**src/rtl/fdc_pkg.sv**
```systemverilog
`timescale 1ns / 1ps
// ----------------------------------------------------------------------------
// fdc_pkg
// Shared types, constants and the CRC-32 byte update for the frame deframer.
// ----------------------------------------------------------------------------
package fdc_pkg;

    localparam logic [31:0] CRC_POLY  = 32'hEDB8_8320;
    localparam logic [31:0] CRC_INIT  = 32'hFFFF_FFFF;
    localparam int          HDR_BYTES = 14;
    localparam int          MIN_BYTES = 18;
    localparam int          POS_W     = 17;

    localparam int CFG_IW = 1;
    localparam logic [CFG_IW-1:0] REG_FRAME_MAGIC = 1'b0;
    localparam logic [CFG_IW-1:0] REG_MAX_LEN     = 1'b1;

    localparam logic [2:0] ST_OK        = 3'd0;
    localparam logic [2:0] ST_TOO_SHORT = 3'd1;
    localparam logic [2:0] ST_BAD_MAGIC = 3'd2;
    localparam logic [2:0] ST_OVERSIZED = 3'd3;
    localparam logic [2:0] ST_INCOMPL   = 3'd4;
    localparam logic [2:0] ST_CRC_BAD   = 3'd5;

    localparam int QDEPTH = 4;
    localparam int QAW    = $clog2(QDEPTH);
    localparam int QCW    = $clog2(QDEPTH + 1);

    typedef struct packed {
        logic        is_status;
        logic [7:0]  payload_byte;
        logic [2:0]  status_code;
        logic [7:0]  message_type;
        logic [7:0]  frame_flags;
        logic [31:0] sequence_number;
        logic [31:0] payload_length;
        logic [31:0] checksum;
        logic        last_of_run;
    } result_t;

    typedef struct packed {
        logic [1:0] cnt;
        result_t    first;
        result_t    second;
    } push_t;

    function automatic logic [31:0] crc32_byte(input logic [31:0] crc, input logic [7:0] b);
        logic [31:0] c;
        int          k;
        c = crc ^ {24'h0, b};
        for (k = 0; k < 8; k++)
        begin
            c = c[0] ? ((c >> 1) ^ CRC_POLY) : (c >> 1);
        end
        return c;
    endfunction

endpackage

```
**src/rtl/fdc_parser.sv**
```systemverilog
`timescale 1ns / 1ps
// ----------------------------------------------------------------------------
// fdc_parser
// Per-byte frame parser: header decode, CRC-32 update, verdict and results.
// ----------------------------------------------------------------------------
module fdc_parser
    import fdc_pkg::*;
(
    input  logic              clk,
    input  logic              rst_n,
    input  logic              cfg_we,
    input  logic [CFG_IW-1:0] cfg_index,
    input  logic [31:0]       cfg_data,
    input  logic              accept,
    input  logic [7:0]        data_byte,
    input  logic              end_of_buffer,
    output push_t             push
);

    typedef enum logic [1:0] {
        PH_HEADER,
        PH_PAYLOAD,
        PH_TRAILER,
        PH_DONE
    } phase_t;

    phase_t             phase_reg, phase_next, upd_phase;
    logic [POS_W-1:0]   pos_reg, pos_next, upd_pos;
    logic [31:0]        shift_reg, shift_next, upd_shift;
    logic [31:0]        len_reg, len_next, upd_len;
    logic [7:0]         type_reg, type_next, upd_type;
    logic [7:0]         flags_reg, flags_next, upd_flags;
    logic [31:0]        seq_reg, seq_next, upd_seq;
    logic [31:0]        crc_reg, crc_next, upd_crc;
    logic [31:0]        rx_crc_reg, rx_crc_next, upd_rx_crc;
    logic               magic_bad_reg, magic_bad_next, upd_magic_bad;
    logic [31:0]        magic_reg;
    logic [15:0]        max_len_reg;

    logic               pay_en;
    logic               verdict;
    logic [2:0]         verdict_code;
    logic               eob_status;
    logic [2:0]         status_code;
    logic [POS_W-1:0]   len17;
    result_t            pay_res;
    result_t            stat_res;
    push_t              push_next;

    assign len17 = {1'b0, len_reg[15:0]};

    // state update for one byte
    always_comb
    begin
        upd_phase     = phase_reg;
        upd_pos       = pos_reg;
        upd_shift     = shift_reg;
        upd_len       = len_reg;
        upd_type      = type_reg;
        upd_flags     = flags_reg;
        upd_seq       = seq_reg;
        upd_crc       = crc_reg;
        upd_rx_crc    = rx_crc_reg;
        upd_magic_bad = magic_bad_reg;
        pay_en        = 1'b0;
        verdict       = 1'b0;
        verdict_code  = ST_OK;
        if (phase_reg != PH_DONE)
        begin
            case (phase_reg)
                PH_HEADER:
                begin
                    if (pos_reg < POS_W'(HDR_BYTES))
                    begin
                        upd_crc   = crc32_byte(crc_reg, data_byte);
                        upd_shift = {shift_reg[23:0], data_byte};
                        if (pos_reg == POS_W'(3))
                            upd_magic_bad = (upd_shift != magic_reg);
                        if (pos_reg == POS_W'(7))
                            upd_len = upd_shift;
                        if (pos_reg == POS_W'(8))
                            upd_type = data_byte;
                        if (pos_reg == POS_W'(9))
                            upd_flags = data_byte;
                        if (pos_reg == POS_W'(HDR_BYTES - 1))
                        begin
                            upd_seq = upd_shift;
                            if (!magic_bad_reg && (len_reg <= {16'h0, max_len_reg}))
                                upd_phase = (len_reg != 32'h0) ? PH_PAYLOAD : PH_TRAILER;
                        end
                    end
                    else if (pos_reg == POS_W'(MIN_BYTES - 1))
                    begin
                        verdict      = 1'b1;
                        verdict_code = magic_bad_reg ? ST_BAD_MAGIC : ST_OVERSIZED;
                        upd_phase    = PH_DONE;
                    end
                end
                PH_PAYLOAD:
                begin
                    upd_crc = crc32_byte(crc_reg, data_byte);
                    pay_en  = 1'b1;
                    if (pos_reg == POS_W'(HDR_BYTES - 1) + len17)
                        upd_phase = PH_TRAILER;
                end
                default:
                begin
                    upd_rx_crc = {rx_crc_reg[23:0], data_byte};
                    if (pos_reg == POS_W'(MIN_BYTES - 1) + len17)
                    begin
                        verdict      = 1'b1;
                        verdict_code = (~crc_reg == upd_rx_crc) ? ST_OK : ST_CRC_BAD;
                        upd_phase    = PH_DONE;
                    end
                end
            endcase
            upd_pos = pos_reg + POS_W'(1);
        end
    end

    // results and restart at end of buffer
    always_comb
    begin
        eob_status  = end_of_buffer && !verdict && (phase_reg != PH_DONE);
        status_code = verdict ? verdict_code
                    : ((pos_reg < POS_W'(MIN_BYTES - 1)) ? ST_TOO_SHORT : ST_INCOMPL);

        pay_res              = '0;
        pay_res.payload_byte = data_byte;
        pay_res.last_of_run  = !eob_status;

        stat_res                 = '0;
        stat_res.is_status       = 1'b1;
        stat_res.status_code     = status_code;
        stat_res.message_type    = upd_type;
        stat_res.frame_flags     = upd_flags;
        stat_res.sequence_number = upd_seq;
        stat_res.payload_length  = upd_len;
        stat_res.checksum        = ~upd_crc;
        stat_res.last_of_run     = 1'b1;

        push_next = '0;
        if (accept)
        begin
            if (pay_en)
            begin
                push_next.first = pay_res;
                push_next.second = stat_res;
                push_next.cnt = eob_status ? 2'd2 : 2'd1;
            end
            else if (verdict || eob_status)
            begin
                push_next.first = stat_res;
                push_next.cnt = 2'd1;
            end
        end

        phase_next     = upd_phase;
        pos_next       = upd_pos;
        shift_next     = upd_shift;
        len_next       = upd_len;
        type_next      = upd_type;
        flags_next     = upd_flags;
        seq_next       = upd_seq;
        crc_next       = upd_crc;
        rx_crc_next    = upd_rx_crc;
        magic_bad_next = upd_magic_bad;
        if (end_of_buffer)
        begin
            phase_next     = PH_HEADER;
            pos_next       = '0;
            shift_next     = '0;
            len_next       = '0;
            type_next      = '0;
            flags_next     = '0;
            seq_next       = '0;
            crc_next       = CRC_INIT;
            rx_crc_next    = '0;
            magic_bad_next = 1'b0;
        end
    end

    assign push = push_next;

    always_ff @(posedge clk or negedge rst_n)
    begin
        if (!rst_n)
        begin
            phase_reg     <= PH_HEADER;
            pos_reg       <= '0;
            shift_reg     <= '0;
            len_reg       <= '0;
            type_reg      <= '0;
            flags_reg     <= '0;
            seq_reg       <= '0;
            crc_reg       <= CRC_INIT;
            rx_crc_reg    <= '0;
            magic_bad_reg <= 1'b0;
            magic_reg     <= '0;
            max_len_reg   <= 16'hFFFF;
        end
        else
        begin
            if (accept)
            begin
                phase_reg     <= phase_next;
                pos_reg       <= pos_next;
                shift_reg     <= shift_next;
                len_reg       <= len_next;
                type_reg      <= type_next;
                flags_reg     <= flags_next;
                seq_reg       <= seq_next;
                crc_reg       <= crc_next;
                rx_crc_reg    <= rx_crc_next;
                magic_bad_reg <= magic_bad_next;
            end
            if (cfg_we)
            begin
                unique case (cfg_index)
                    REG_FRAME_MAGIC: magic_reg   <= cfg_data;
                    REG_MAX_LEN:     max_len_reg <= cfg_data[15:0];
                    default:         magic_reg   <= magic_reg;
                endcase
            end
        end
    end

    // two results only as payload beat followed by closing status
    a_two_results: assert property (@(posedge clk) disable iff (!rst_n)
        push.cnt == 2'd2 |-> !push.first.is_status && !push.first.last_of_run
                             && push.second.is_status && push.second.last_of_run)
        else $error("bad two-result ordering");

    a_push_on_accept: assert property (@(posedge clk) disable iff (!rst_n)
        push.cnt != 2'd0 |-> accept)
        else $error("result without accepted beat");

    a_eob_restart: assert property (@(posedge clk) disable iff (!rst_n)
        accept && end_of_buffer |=> phase_reg == PH_HEADER && pos_reg == '0
                                    && crc_reg == CRC_INIT)
        else $error("parser not restarted after end of buffer");

endmodule

```
**src/rtl/fdc_queue.sv**
```systemverilog
`timescale 1ns / 1ps
// ----------------------------------------------------------------------------
// fdc_queue
// Result queue: takes up to two results per cycle, delivers one beat per cycle while out_stall is low.
// ----------------------------------------------------------------------------
module fdc_queue
    import fdc_pkg::*;
(
    input  logic    clk,
    input  logic    rst_n,
    input  push_t   push,
    output logic    full_soon,
    output logic    out_valid,
    input  logic    out_stall,
    output result_t head
);

    result_t          mem [QDEPTH];
    logic [QAW-1:0]   wr_reg, wr_next;
    logic [QAW-1:0]   rd_reg, rd_next;
    logic [QCW-1:0]   count_reg, count_next;
    logic             pop;

    assign out_valid = (count_reg != '0);
    assign pop       = out_valid && !out_stall;
    assign full_soon = (count_reg > QCW'(QDEPTH - 2));
    assign head      = mem[rd_reg];

    always_comb
    begin
        wr_next    = wr_reg + QAW'(push.cnt);
        rd_next    = rd_reg + QAW'(pop);
        count_next = count_reg + QCW'(push.cnt) - QCW'(pop);
    end

    always_ff @(posedge clk)
    begin
        if (push.cnt != 2'd0)
            mem[wr_reg] <= push.first;
        if (push.cnt == 2'd2)
            mem[wr_reg + QAW'(1)] <= push.second;
    end

    always_ff @(posedge clk or negedge rst_n)
    begin
        if (!rst_n)
        begin
            wr_reg    <= '0;
            rd_reg    <= '0;
            count_reg <= '0;
        end
        else
        begin
            wr_reg    <= wr_next;
            rd_reg    <= rd_next;
            count_reg <= count_next;
        end
    end

    a_no_overflow: assert property (@(posedge clk) disable iff (!rst_n)
        push.cnt != 2'd0 |-> count_reg <= QCW'(QDEPTH - 2))
        else $error("result queue overflow");

    a_count_range: assert property (@(posedge clk) disable iff (!rst_n)
        count_reg <= QCW'(QDEPTH))
        else $error("queue count out of range");

    a_pop_drains: assert property (@(posedge clk) disable iff (!rst_n)
        pop && push.cnt == 2'd0 |=> count_reg == $past(count_reg) - QCW'(1))
        else $error("pop did not drain queue");

endmodule

```
**src/rtl/frame_deframer_crc32_check_top.sv**
```systemverilog
`timescale 1ns / 1ps
// Each result beat is registered in the result queue and offered from its head.
// Throughput: one byte per cycle; a byte that ends a buffer mid-payload yields two beats,
// absorbed by the four-entry result queue, and input stalls while it holds three or more.
// Reset (rst_n low, async): parser restarts at header, magic reads 0, max length 65535,
// result queue empties.
// ----------------------------------------------------------------------------
// frame_deframer_crc32_check_top
// Length-prefixed frame parser with CRC-32 check and payload pass-through.
// ----------------------------------------------------------------------------
module frame_deframer_crc32_check_top
    import fdc_pkg::*;
(
    input  logic              clk,
    input  logic              rst_n,
    input  logic              cfg_we,
    input  logic [CFG_IW-1:0] cfg_index,
    input  logic [31:0]       cfg_data,
    input  logic              in_valid,
    output logic              in_stall,
    input  logic [7:0]        data_byte,
    input  logic              end_of_buffer,
    output logic              out_valid,
    input  logic              out_stall,
    output logic              is_status,
    output logic [7:0]        payload_byte,
    output logic [2:0]        status_code,
    output logic [7:0]        message_type,
    output logic [7:0]        frame_flags,
    output logic [31:0]       sequence_number,
    output logic [31:0]       payload_length,
    output logic [31:0]       checksum,
    output logic              last_of_run
);

    push_t   push;
    result_t head;
    logic    full_soon;
    logic    accept;

    assign in_stall = full_soon;
    assign accept   = in_valid && !full_soon;

    fdc_parser u_parser (
        .clk           (clk),
        .rst_n         (rst_n),
        .cfg_we        (cfg_we),
        .cfg_index     (cfg_index),
        .cfg_data      (cfg_data),
        .accept        (accept),
        .data_byte     (data_byte),
        .end_of_buffer (end_of_buffer),
        .push          (push)
    );

    fdc_queue u_queue (
        .clk       (clk),
        .rst_n     (rst_n),
        .push      (push),
        .full_soon (full_soon),
        .out_valid (out_valid),
        .out_stall (out_stall),
        .head      (head)
    );

    assign is_status       = head.is_status;
    assign payload_byte    = head.payload_byte;
    assign status_code     = head.status_code;
    assign message_type    = head.message_type;
    assign frame_flags     = head.frame_flags;
    assign sequence_number = head.sequence_number;
    assign payload_length  = head.payload_length;
    assign checksum        = head.checksum;
    assign last_of_run     = head.last_of_run;

endmodule
```
**config.mk**
```make
export PLATFORM = sky130hd
export DESIGN_NAME = frame_deframer_crc32_check_top
export DESIGN_NICKNAME = d
export VERILOG_FILES = /design/src/rtl/fdc_pkg.sv /design/src/rtl/fdc_parser.sv /design/src/rtl/fdc_queue.sv /design/src/rtl/frame_deframer_crc32_check_top.sv
export SDC_FILE = /design/constraint.sdc
export NUM_CORES = 1
export LEC_CHECK = 0
export BUFFER_PORTS_ARGS = -buffer_cell sky130_fd_sc_hd__buf_4
export CAP_MARGIN = 20
export CELL_PAD_IN_SITES_DETAIL_PLACEMENT = 2
export CELL_PAD_IN_SITES_GLOBAL_PLACEMENT = 2
export CORE_UTILIZATION = 40
export DETAILED_ROUTE_END_ITERATION = 8
export PLACE_DENSITY = 0.8
export SLEW_MARGIN = 10
export SYNTH_ARGS = -nofsm -noshare
export SYNTH_HDL_FRONTEND = slang
export SYNTH_HIERARCHICAL = 1
export SYNTH_SLANG_ARGS = --single-unit
```
**constraint.sdc**
```tcl
create_clock -name clk -period 12.35 [get_ports clk]
set_clock_uncertainty 0.2 [all_clocks]
set_input_delay 1.8525 -clock clk [delete_from_list [all_inputs] [get_ports clk]]
set_output_delay 1.8525 -clock clk [all_outputs]
set_load 0.03 [all_outputs]
```
; ---- Yosys cells after proc, flatten, opt, wreduce, memory -nomap -nowiden
; Memory sizes are Yosys's and may differ from the RTL's.
; Cells that the tools add are included.
[totals]
ram_bits = 500
ff_bits = 235
n_memories = 1
elab_cells = 167
rom_bits = 0
latch_bits = 0
in_bits = 47
[memory_table]
columns = name, words, width, read_ports, rd_ports_with_merged_regs, wr, line
row1 = u_queue.mem, 4, 125, 1, 0, 2, fdc_queue.sv:18  ; result_t mem [QDEPTH];
[classes]
n_bitwise = 12
n_div = 0
n_eq_ne = 18
muxes = 81
magnitude_cmp = 4
addsub = 8
n_mul = 0
n_shift = 0
reduce_logical = 28
[ops]
columns = op, count
row1 = 32-bit 2-to-1 mux, 21
row2 = 252-bit 2-to-1 mux, 1
row3 = 24-bit 2-to-1 mux, 7
row4 = 127-bit 2-to-1 mux, 1
row5 = 126-bit 2-to-1 mux, 1
row6 = 125-bit 2-to-1 mux, 1
row7 = 13-bit inverter with 14-bit output, 8
row8 = 8-bit 2-to-1 mux, 10
row9 = 32-bit inverter, 2
row10 = 32-bit one-hot mux with 2 select lines, 1
row11 = 17-bit by 4-bit == test with 1-bit output (second input constant), 3
row12 = 17-bit == test, 2
row13 = 17-bit 2-to-1 mux, 2
row14 = 32-bit == test, 1
row15 = 32-bit by 16-bit less-or-equal comparator with 1-bit output, 1
row16 = 32-bit inequality test, 1
row17 = 32-bit nonzero test, 1
row18 = 32-bit by 8-bit XOR with 32-bit output, 1
row19 = 3-bit 2-to-1 mux, 7
row20 = 2-bit 2-to-1 mux, 10
row21 = 17-bit by 1-bit adder with 17-bit output (second input constant), 1
row22 = 4-bit by 16-bit adder with 17-bit output (first input constant), 1
row23 = 5-bit by 16-bit adder with 17-bit output (first input constant), 1
row24 = 17-bit by 2-bit == test with 1-bit output (second input constant), 1
row25 = 35 further kinds, 65

; ---- Logic depth before layout (Yosys ltp)
; Gate-level depths: netlist of run 1.
[depth]
word_depth = 27
ltp_mapped = 16
mapped_depth_nobuf = 14

; ---- Modules after synthesis
; The synthesis of run 1 kept the hierarchy.
[modules_own_cells]
columns = mod, n_inst, cells_each, area_each_um2, seq_area_each_um2
row1 = fdc_queue, 1, 1250, 24328.3, 15189.6
row2 = fdc_parser, 1, 1627, 14970.6, 5765.5
row3 = frame_deframer_crc32_check_top, 1, 1, 13.8, 0.0

; ---- Least setup slack after synthesis of run 1
; Ideal clock, no wire load.
[synth_timing]
path_type = input-to-reg
startpoint = input port in_valid
endpoint = memory u_queue/mem[3][0] (netlist bit), enable pin
cell_stages = 9
n_path_buf = 3
setup_time_ps = 626
slack_ps = 2487
t_arrival_ps = 9038
required_time_ps = 11524
cell_sequence = nor2b_4 buf_2 inv_1 clkbuf_1 clkbuf_1 nor4_1 nor2b_1 a21oi_1 nor2b_1
[synth_lines]
columns = element, line
row1 = "start, declared", frame_deframer_crc32_check_top.sv:19  ; input logic in_valid,
row2 = "end, declared", fdc_queue.sv:18

==> results of run 1 <==
==> final timing paths <==
check | from | endpoint | slack, ps | cells past startpoint
min in group asynchronous | rst_n | u_parser/magic_reg[30] | 1020 | 1
worst min-delay path | u_parser/seq_reg[14] | u_parser/seq_reg[14] | 310 | 1
worst min register to register | u_parser/seq_reg[14] | u_parser/seq_reg[14] | 310 | 1
worst max register to register | u_parser/len_reg[1] | u_queue/mem[3][36] | 6220 | 11
worst max-delay path | u_parser/len_reg[1] | u_queue/mem[3][36] | 6220 | 11
max in group asynchronous | rst_n | u_queue/rd_reg[0] | 9200 | 2
==> cell type report <==
class / count / area, um2
Multi-Input combinational cell: 1870 / 17200
Tap cell: 1276 / 1600
Fill cell: 9296 / 52600
Clock inverter: 40 / 415
Inverter: 39 / 146
Clock buffer: 115 / 2300
Timing Repair Buffer: 231 / 1770
Sequential cell: 735 / 21000
==> per-layer routing <==
layer	GRT usage	up-vias	part of all wire	wire length, um
li1	-	11076	-	-
met1	0.338	14100	0.42	54900
met2	0.455	742	0.50	66200
met5	0	-	0.00017	22
met3	0.0368	232	0.045	5910
met4	0.0989	4	0.037	4810
==> through the flow <==
| step | util | area, um2 | std cells |
|---|---|---|---|
| floorplan | - | 39300 | 2886 |
| global placement | 0.429 | 41600 | 4147 |
| detailed placement | 0.429 | 41600 | 4148 |
| CTS | 0.457 | 44300 | 4303 |
| global route | 0.457 | 44400 | 4306 |
| finish | 0.457 | 44400 | 4306 |
==> cells in the mapped netlist (5+ instances only) <==
| library cell | n |
|---|---|
| a211oi_1 | 11 |
| a211oi_2 | 9 |
| a21boi_0 | 33 |
| a21o_1 | 10 |
| a21oi_1 | 77 |
| a22o_1 | 64 |
| a22oi_1 | 35 |
| a31oi_1 | 8 |
| and2_1 | 52 |
| and3_1 | 11 |
| buf_1 | 7 |
| buf_2 | 79 |
| buf_4 | 26 |
| buf_6 | 6 |
| clkbuf_1 | 124 |
| dfrtp_1 | 187 |
| dfstp_2 | 48 |
| edfxtp_1 | 500 |
| ha_1 | 26 |
| inv_1 | 37 |
| mux2_1 | 66 |
| mux2_2 | 483 |
| mux2i_1 | 52 |
| mux4_2 | 125 |
| nand2_1 | 115 |
| nand3_1 | 23 |
| nand4_1 | 18 |
| nor2_1 | 216 |
| nor2b_1 | 7 |
| nor3_1 | 14 |
| nor4_1 | 26 |
| o21ai_0 | 24 |
| o22a_1 | 28 |
| o2bb2ai_1 | 65 |
| or2_2 | 5 |
| or3_1 | 6 |
| xnor2_1 | 82 |
| xor2_1 | 93 |
==> critical path: stages, from the launching register on <==
cell and delay (ps):
dfrtp_1 670, ha_1 480, a31o_2 310, nand3_1 150, xnor2_1 180, a211oi_1 550
o211ai_2 250, nor3_4 250, o311a_1 540, a21oi_1 310, nor2b_4 890, buf_4 850
==> power groups by stage <==
stage	registers (uW)	clock network, uW	logic, uW
after CTS	3580	2570	4280
final	3580	2520	4260
after detailed placement	3620	0	4220
after floorplan	3430	0	2870
after global placement	3560	0	4080
after global routing	3630	2650	4490
==> logic make-up (layout without fill, tap and decap cells) <==
group,count (synthesis),after routing,share of synthesized area
AOI/OAI and AO/OA,407,407,0.0794
muxes,726,726,0.242
buffers and inverters,281,425,0.0330
adders and majority gates,27,27,0.00878
and+or+nand+nor,523,523,0.0632
DFF,735,735,0.533
xor gates and xnor gates,178,178,0.0404
other,1,9,0.0000954
==> results.toml, run 1 <==
[status]
status = "finished with violations"
failed_checks = "DRC"

[final_layout]
antenna_cells = 0
largest_reg_flops = 500
area.growth.synth_to_final_pct = 12.8
regMostFlops = "u_queue/mem"
final_common_cell = "edfxtp_1"
finalNetCount = 3035
final_cell_mix = "edfxtp_1, mux2_2, buf_4"
drive_gt1_frac = 0.348

[placed_design]
io_buffers = 173
dpl.hpwl_um = 80500
place_congestion = 0.879
placement.setup.worst_slack_ps = 5650

[floorplanning]
die_area_um2 = 99500
io_pins = 174
core_area_um2 = 97000
core.rowCount = 114
die_y_um = 316
fp.dieW_um = 316
initial_utilization = 0.405

[setup_path]
path_class = "flop to flop"
crit_fanout = 49
crit_arrival_ps = 6200
startpoint_type = "flop"
endpoint_kind = "flop"
crit_required_ps = 12420

[drt]
drt_wl_total_um = 132000
post-route-drc-count = 6
vias = 26154
viasPerCell = 6.07
drt-wirelength-per-cell_um = 30.6
first_pass_iters = 9
drt_iter0_markers = 1824
postRouteAntennaNets = 0

[timing]
worstMarginPinSlew_ps = 1140
min_period_ps = 6130
layout_setup_ws_ps = 6220
fmax_ghz = 0.163
rsz0062_at_grt = "no"
holdWs_ps = 313
setup_viol = 0
hold_violations = 0
drv_slew = 0
min_period_over_period = 0.497
max_slew_margin = 0.233
tns_ps = 0

[global_route]
gr-total-overflow = 0
first_global_vias = 29323
grt_max_degree = 126
antenna_found_initial = 2
grt_usage = 0.264
grt_pass1_wl_um = 197000

[clock_network]
cts_hold_buffers = 0
cts-htree-levels = 3
clockBufferDepth = 3
post_cts_resized = 0
cts_made_buffers = 84
clock_latency_ps = 680
cts_tree = "yes"
cts_root_buffer = "clkbuf_16"
cts_setup_buffers = 0
clk_pin_slew_ps = 60
cts.sinks = 735

[synth]
netlist_area_um2 = 39300
async_reset_ff_frac = 0.320
ys_seq_area_frac = 0.533
yosys-top-cells-area = "edfxtp_1, mux2_2, dfrtp_1"
synth-edff-count = 500
avgSynthCellArea_um2 = 13.7
synthCells = 2878
yosys_warnings = 6
ys_ff_latch = 735
yosysTopAreaCell = "edfxtp_1"
synth_ff_type = "edfxtp_1"
ys_types = 86
synth_top_area_frac = 0.382

[hold_path]
hp-class = "flop to flop"

[power_and_ir_drop]
p_leak_uw = 0.0172
swShare = 0.399
p_sw_uw = 4140
seq_power_share = 0.346
p_total_uw = 10400
combPwrFrac = 0.411
p_int_uw = 6220
max-vdd-ir-drop_v = 0.000129
p_clk_frac = 0.243
powerDensity_nw_per_um2 = 234

[run]
maxCapViolCount = 0
No activity file was read; power rests on OpenSTA's default activity.
==> inputs of run 2 (changes only) <==
--- a/config.mk
+++ b/config.mk
@@ -5,13 +5,14 @@
 export SDC_FILE = /design/constraint.sdc
 export NUM_CORES = 1
 export LEC_CHECK = 0
+export ABC_AREA = 1
 export BUFFER_PORTS_ARGS = -buffer_cell sky130_fd_sc_hd__buf_4
 export CAP_MARGIN = 20
 export CELL_PAD_IN_SITES_DETAIL_PLACEMENT = 2
 export CELL_PAD_IN_SITES_GLOBAL_PLACEMENT = 2
-export CORE_UTILIZATION = 40
+export CORE_UTILIZATION = 39
 export DETAILED_ROUTE_END_ITERATION = 8
-export PLACE_DENSITY = 0.8
+export PLACE_DENSITY = 0.88
 export SLEW_MARGIN = 10
 export SYNTH_ARGS = -nofsm -noshare
 export SYNTH_HDL_FRONTEND = slang
==> constraint.sdc (replaced) <==
create_clock -name clk -period 6.2 [get_ports clk]
set_clock_uncertainty 0.2 [all_clocks]
set_input_delay 0.93 -clock clk [delete_from_list [all_inputs] [get_ports clk]]
set_output_delay 0.93 -clock clk [all_outputs]
set_load 0.03 [all_outputs]
==> run 2 against run 1 <==
Against the previous run: the flow now finishes without violations; sequential share of layout area grew 0.12 points; sequential power grew 88%; highest routed layer unchanged; power grew 110%; global-route usage grew 7.5 points; die area grew 2.9%; largest cell class unchanged; worst hold slack lost 140 ps; routed wire length grew 34%.
==> results.toml, run 2 <==
[timing]
min_period_ps = 5620
setup_viol = 0
rsz0062_at_grt = "no"
worstMarginPinSlew_ps = 1160
fmax_ghz = 0.178
hold_violations = 0
max_slew_margin = 0.228
drv_slew = 0
min_period_over_period = 0.906
tns_ps = 0

[floorplanning]
die_y_um = 320
initial_utilization = 0.394
core_area_um2 = 100000
io_pins = 174
die_area_um2 = 102000
core.rowCount = 116
fp.dieW_um = 320

[clock_network]
clockBufferDepth = 3
post_cts_resized = 0
cts_hold_buffers = 0
cts_setup_buffers = 0
clk_pin_slew_ps = 60
cts.sinks = 735
clock_latency_ps = 700
cts_root_buffer = "clkbuf_16"
cts-htree-levels = 3
cts_made_buffers = 86
cts_tree = "yes"

[run]
maxCapViolCount = 0

[final_layout]
fillers = 10847
multiInputGateArea_um2 = 15300
regMostFlops = "u_queue/mem"
regArea_um2 = 21000
drive_gt1_frac = 0.0987
area.growth.synth_to_final_pct = 12.2
design_area_um2 = 44200
final_cell_mix = "nand2_1, nor2_1, o21ai_0"
largest_reg_flops = 500
finish.utilization = 0.442
stdcell_count = 6054
finalNetCount = 4753
final_common_cell = "nand2_1"

[synth]
yosysTopAreaCell = "edfxtp_1"
synth-simple-area-share = 0.177
synth_top_family_by_area = "simple AND/OR/NAND/NOR gates"
synthCells = 4663
yosys-top-cells-area = "edfxtp_1, dfrtp_1, nand2_1"
netlist_area_um2 = 39400
ys_seq_area_frac = 0.531
synth_mux_area_frac = 0.00371
synth_ff_type = "edfxtp_1"
ys_ff_latch = 735
synth_fa_ha_area_frac = 0.00876
synth_compound_gate_area_share = 0.167
ys_types = 52
async_reset_ff_frac = 0.320
synth.most_common_cell = "nand2_1"
yosys_warnings = 6
synth-xor-area-share = 0.0273
synth-edff-count = 500
avgSynthCellArea_um2 = 8.46
synth_top_area_frac = 0.381
synth_commonest_cells = "nand2_1, nor2_1, o21ai_0"

[global_route]
antenna_found_initial = 1
grt_max_degree = 171
grt_usage = 0.340
grt_pass1_wl_um = 264000
gr-total-overflow = 0
first_global_vias = 39913

[power_and_ir_drop]
max-vdd-ir-drop_v = 0.000224
p_leak_uw = 0.0166
powerDensity_nw_per_um2 = 495

[setup_path]
startpoint_type = "flop"
crit_arrival_ps = 5740
endpoint_kind = "flop"
path_class = "flop to flop"
crit_fanout = 94
crit_required_ps = 6320
ff2ff_path_depth = 17

[placed_design]
place_inst = 5888
dpl.hpwl_um = 102000
dpl_cell_area_um2 = 41300
place_congestion = 0.906
io_buffers = 173

[status]
status = "finished, final reports clean"

[drt]
drt_wl_total_um = 176000
viasPerCell = 6.06
post-route-drc-count = 0
postRouteAntennaNets = 0
drt-wirelength-per-cell_um = 29.1
drt_iter0_markers = 3400
first_pass_iters = 6
vias = 36672

[hold_path]
hp-class = "primary input to asynchronous set/reset pin"
run 2: cell count changes after synthesis, sizes merged, moves of 58 or more:
cell / previous run / this run
o2bb2ai: 65 / 0
inv: 38 / 446
nand3: 25 / 83
nand2: 115 / 940
o22ai: 4 / 151
mux2: 549 / 13
mux4: 125 / 0
nor2: 220 / 674
a22o: 64 / 0
o21ai: 28 / 1045
run 2: where the power goes:
part,switching [uW],internal (uW)
combinational,7130,2550
sequential,636,6100
clock,2370,3100
total,10100,11800
run 2: metal layers:
metal / vias to the layer above / GRT usage / part of all wire
li1: 15639 / - / -
met1: 18920 / 0.415 / 0.39
met2: 1606 / 0.581 / 0.49
met3: 505 / 0.0516 / 0.062
met4: 2 / 0.174 / 0.053
met5: - / 0 / 0.000074
run 2: worst max-delay path, cell delays in order (launching register included):
cell and delay [ps]:
dfrtp_1 640, inv_2 230, nand2_2 200, nand2_1 120, nor2_1 120, nand2_1 60
nand2_1 80, inv_1 40, nand2_1 80, nor2_1 70, nand4_1 270, nand2_1 170
nor3_1 590, inv_2 170, nor2_4 370, nand2_8 450, nand2_8 870, buf_4 460
run 2: final cells by class:
class / count / share of cell area
multi-input combinational: 3192 / 0.345
tap: 1298 / 0.0367
clock buffer: 128 / 0.0580
inverter: 447 / 0.0382
antenna: 3 / 0.000170
timing repair buffer: 217 / 0.0400
sequential: 735 / 0.474
clock inverter: 34 / 0.00797
run 2: kinds of logic (layout without fill, tap and decap cells):
family                   Yosys count  after routing
AND/OR/NAND/NOR                 1770           1770
AO/OA/AOI/OAI                   1257           1257
buffers and inverters            744            826
flip-flops                       735            735
XOR/XNOR                         116            116
adder cells (fa/ha/maj)           27             27
multiplexers                      13             13
other                              1             12
run 2: final timing paths:
check / startpoint / end / slack, ps
max: u_parser/len_reg[4] / u_queue/mem[1][14] / 580
min: rst_n / u_parser/rx_crc_reg[16] / 170
max reg2reg: u_parser/len_reg[4] / u_queue/mem[1][14] / 580
min reg2reg: u_parser/max_len_reg[12] / u_parser/max_len_reg[12] / 290
max in group asynchronous: rst_n / u_parser/len_reg[14] / 4100
min in group clk: u_parser/max_len_reg[12] / u_parser/max_len_reg[12] / 290
run 2: through the flow:
stage / setup slack [ps] / hold slack [ps] / total power [uW]
2_1_floorplan: 148 / 250 / 12200
3_5_place_dp: 958 / 291 / 15900
5_1_grt: 362 / 242 / 22600
3_3_place_gp: 1180 / 278 / 15400
6_report: 583 / 174 / 21900
4_1_cts: 685 / 217 / 21800
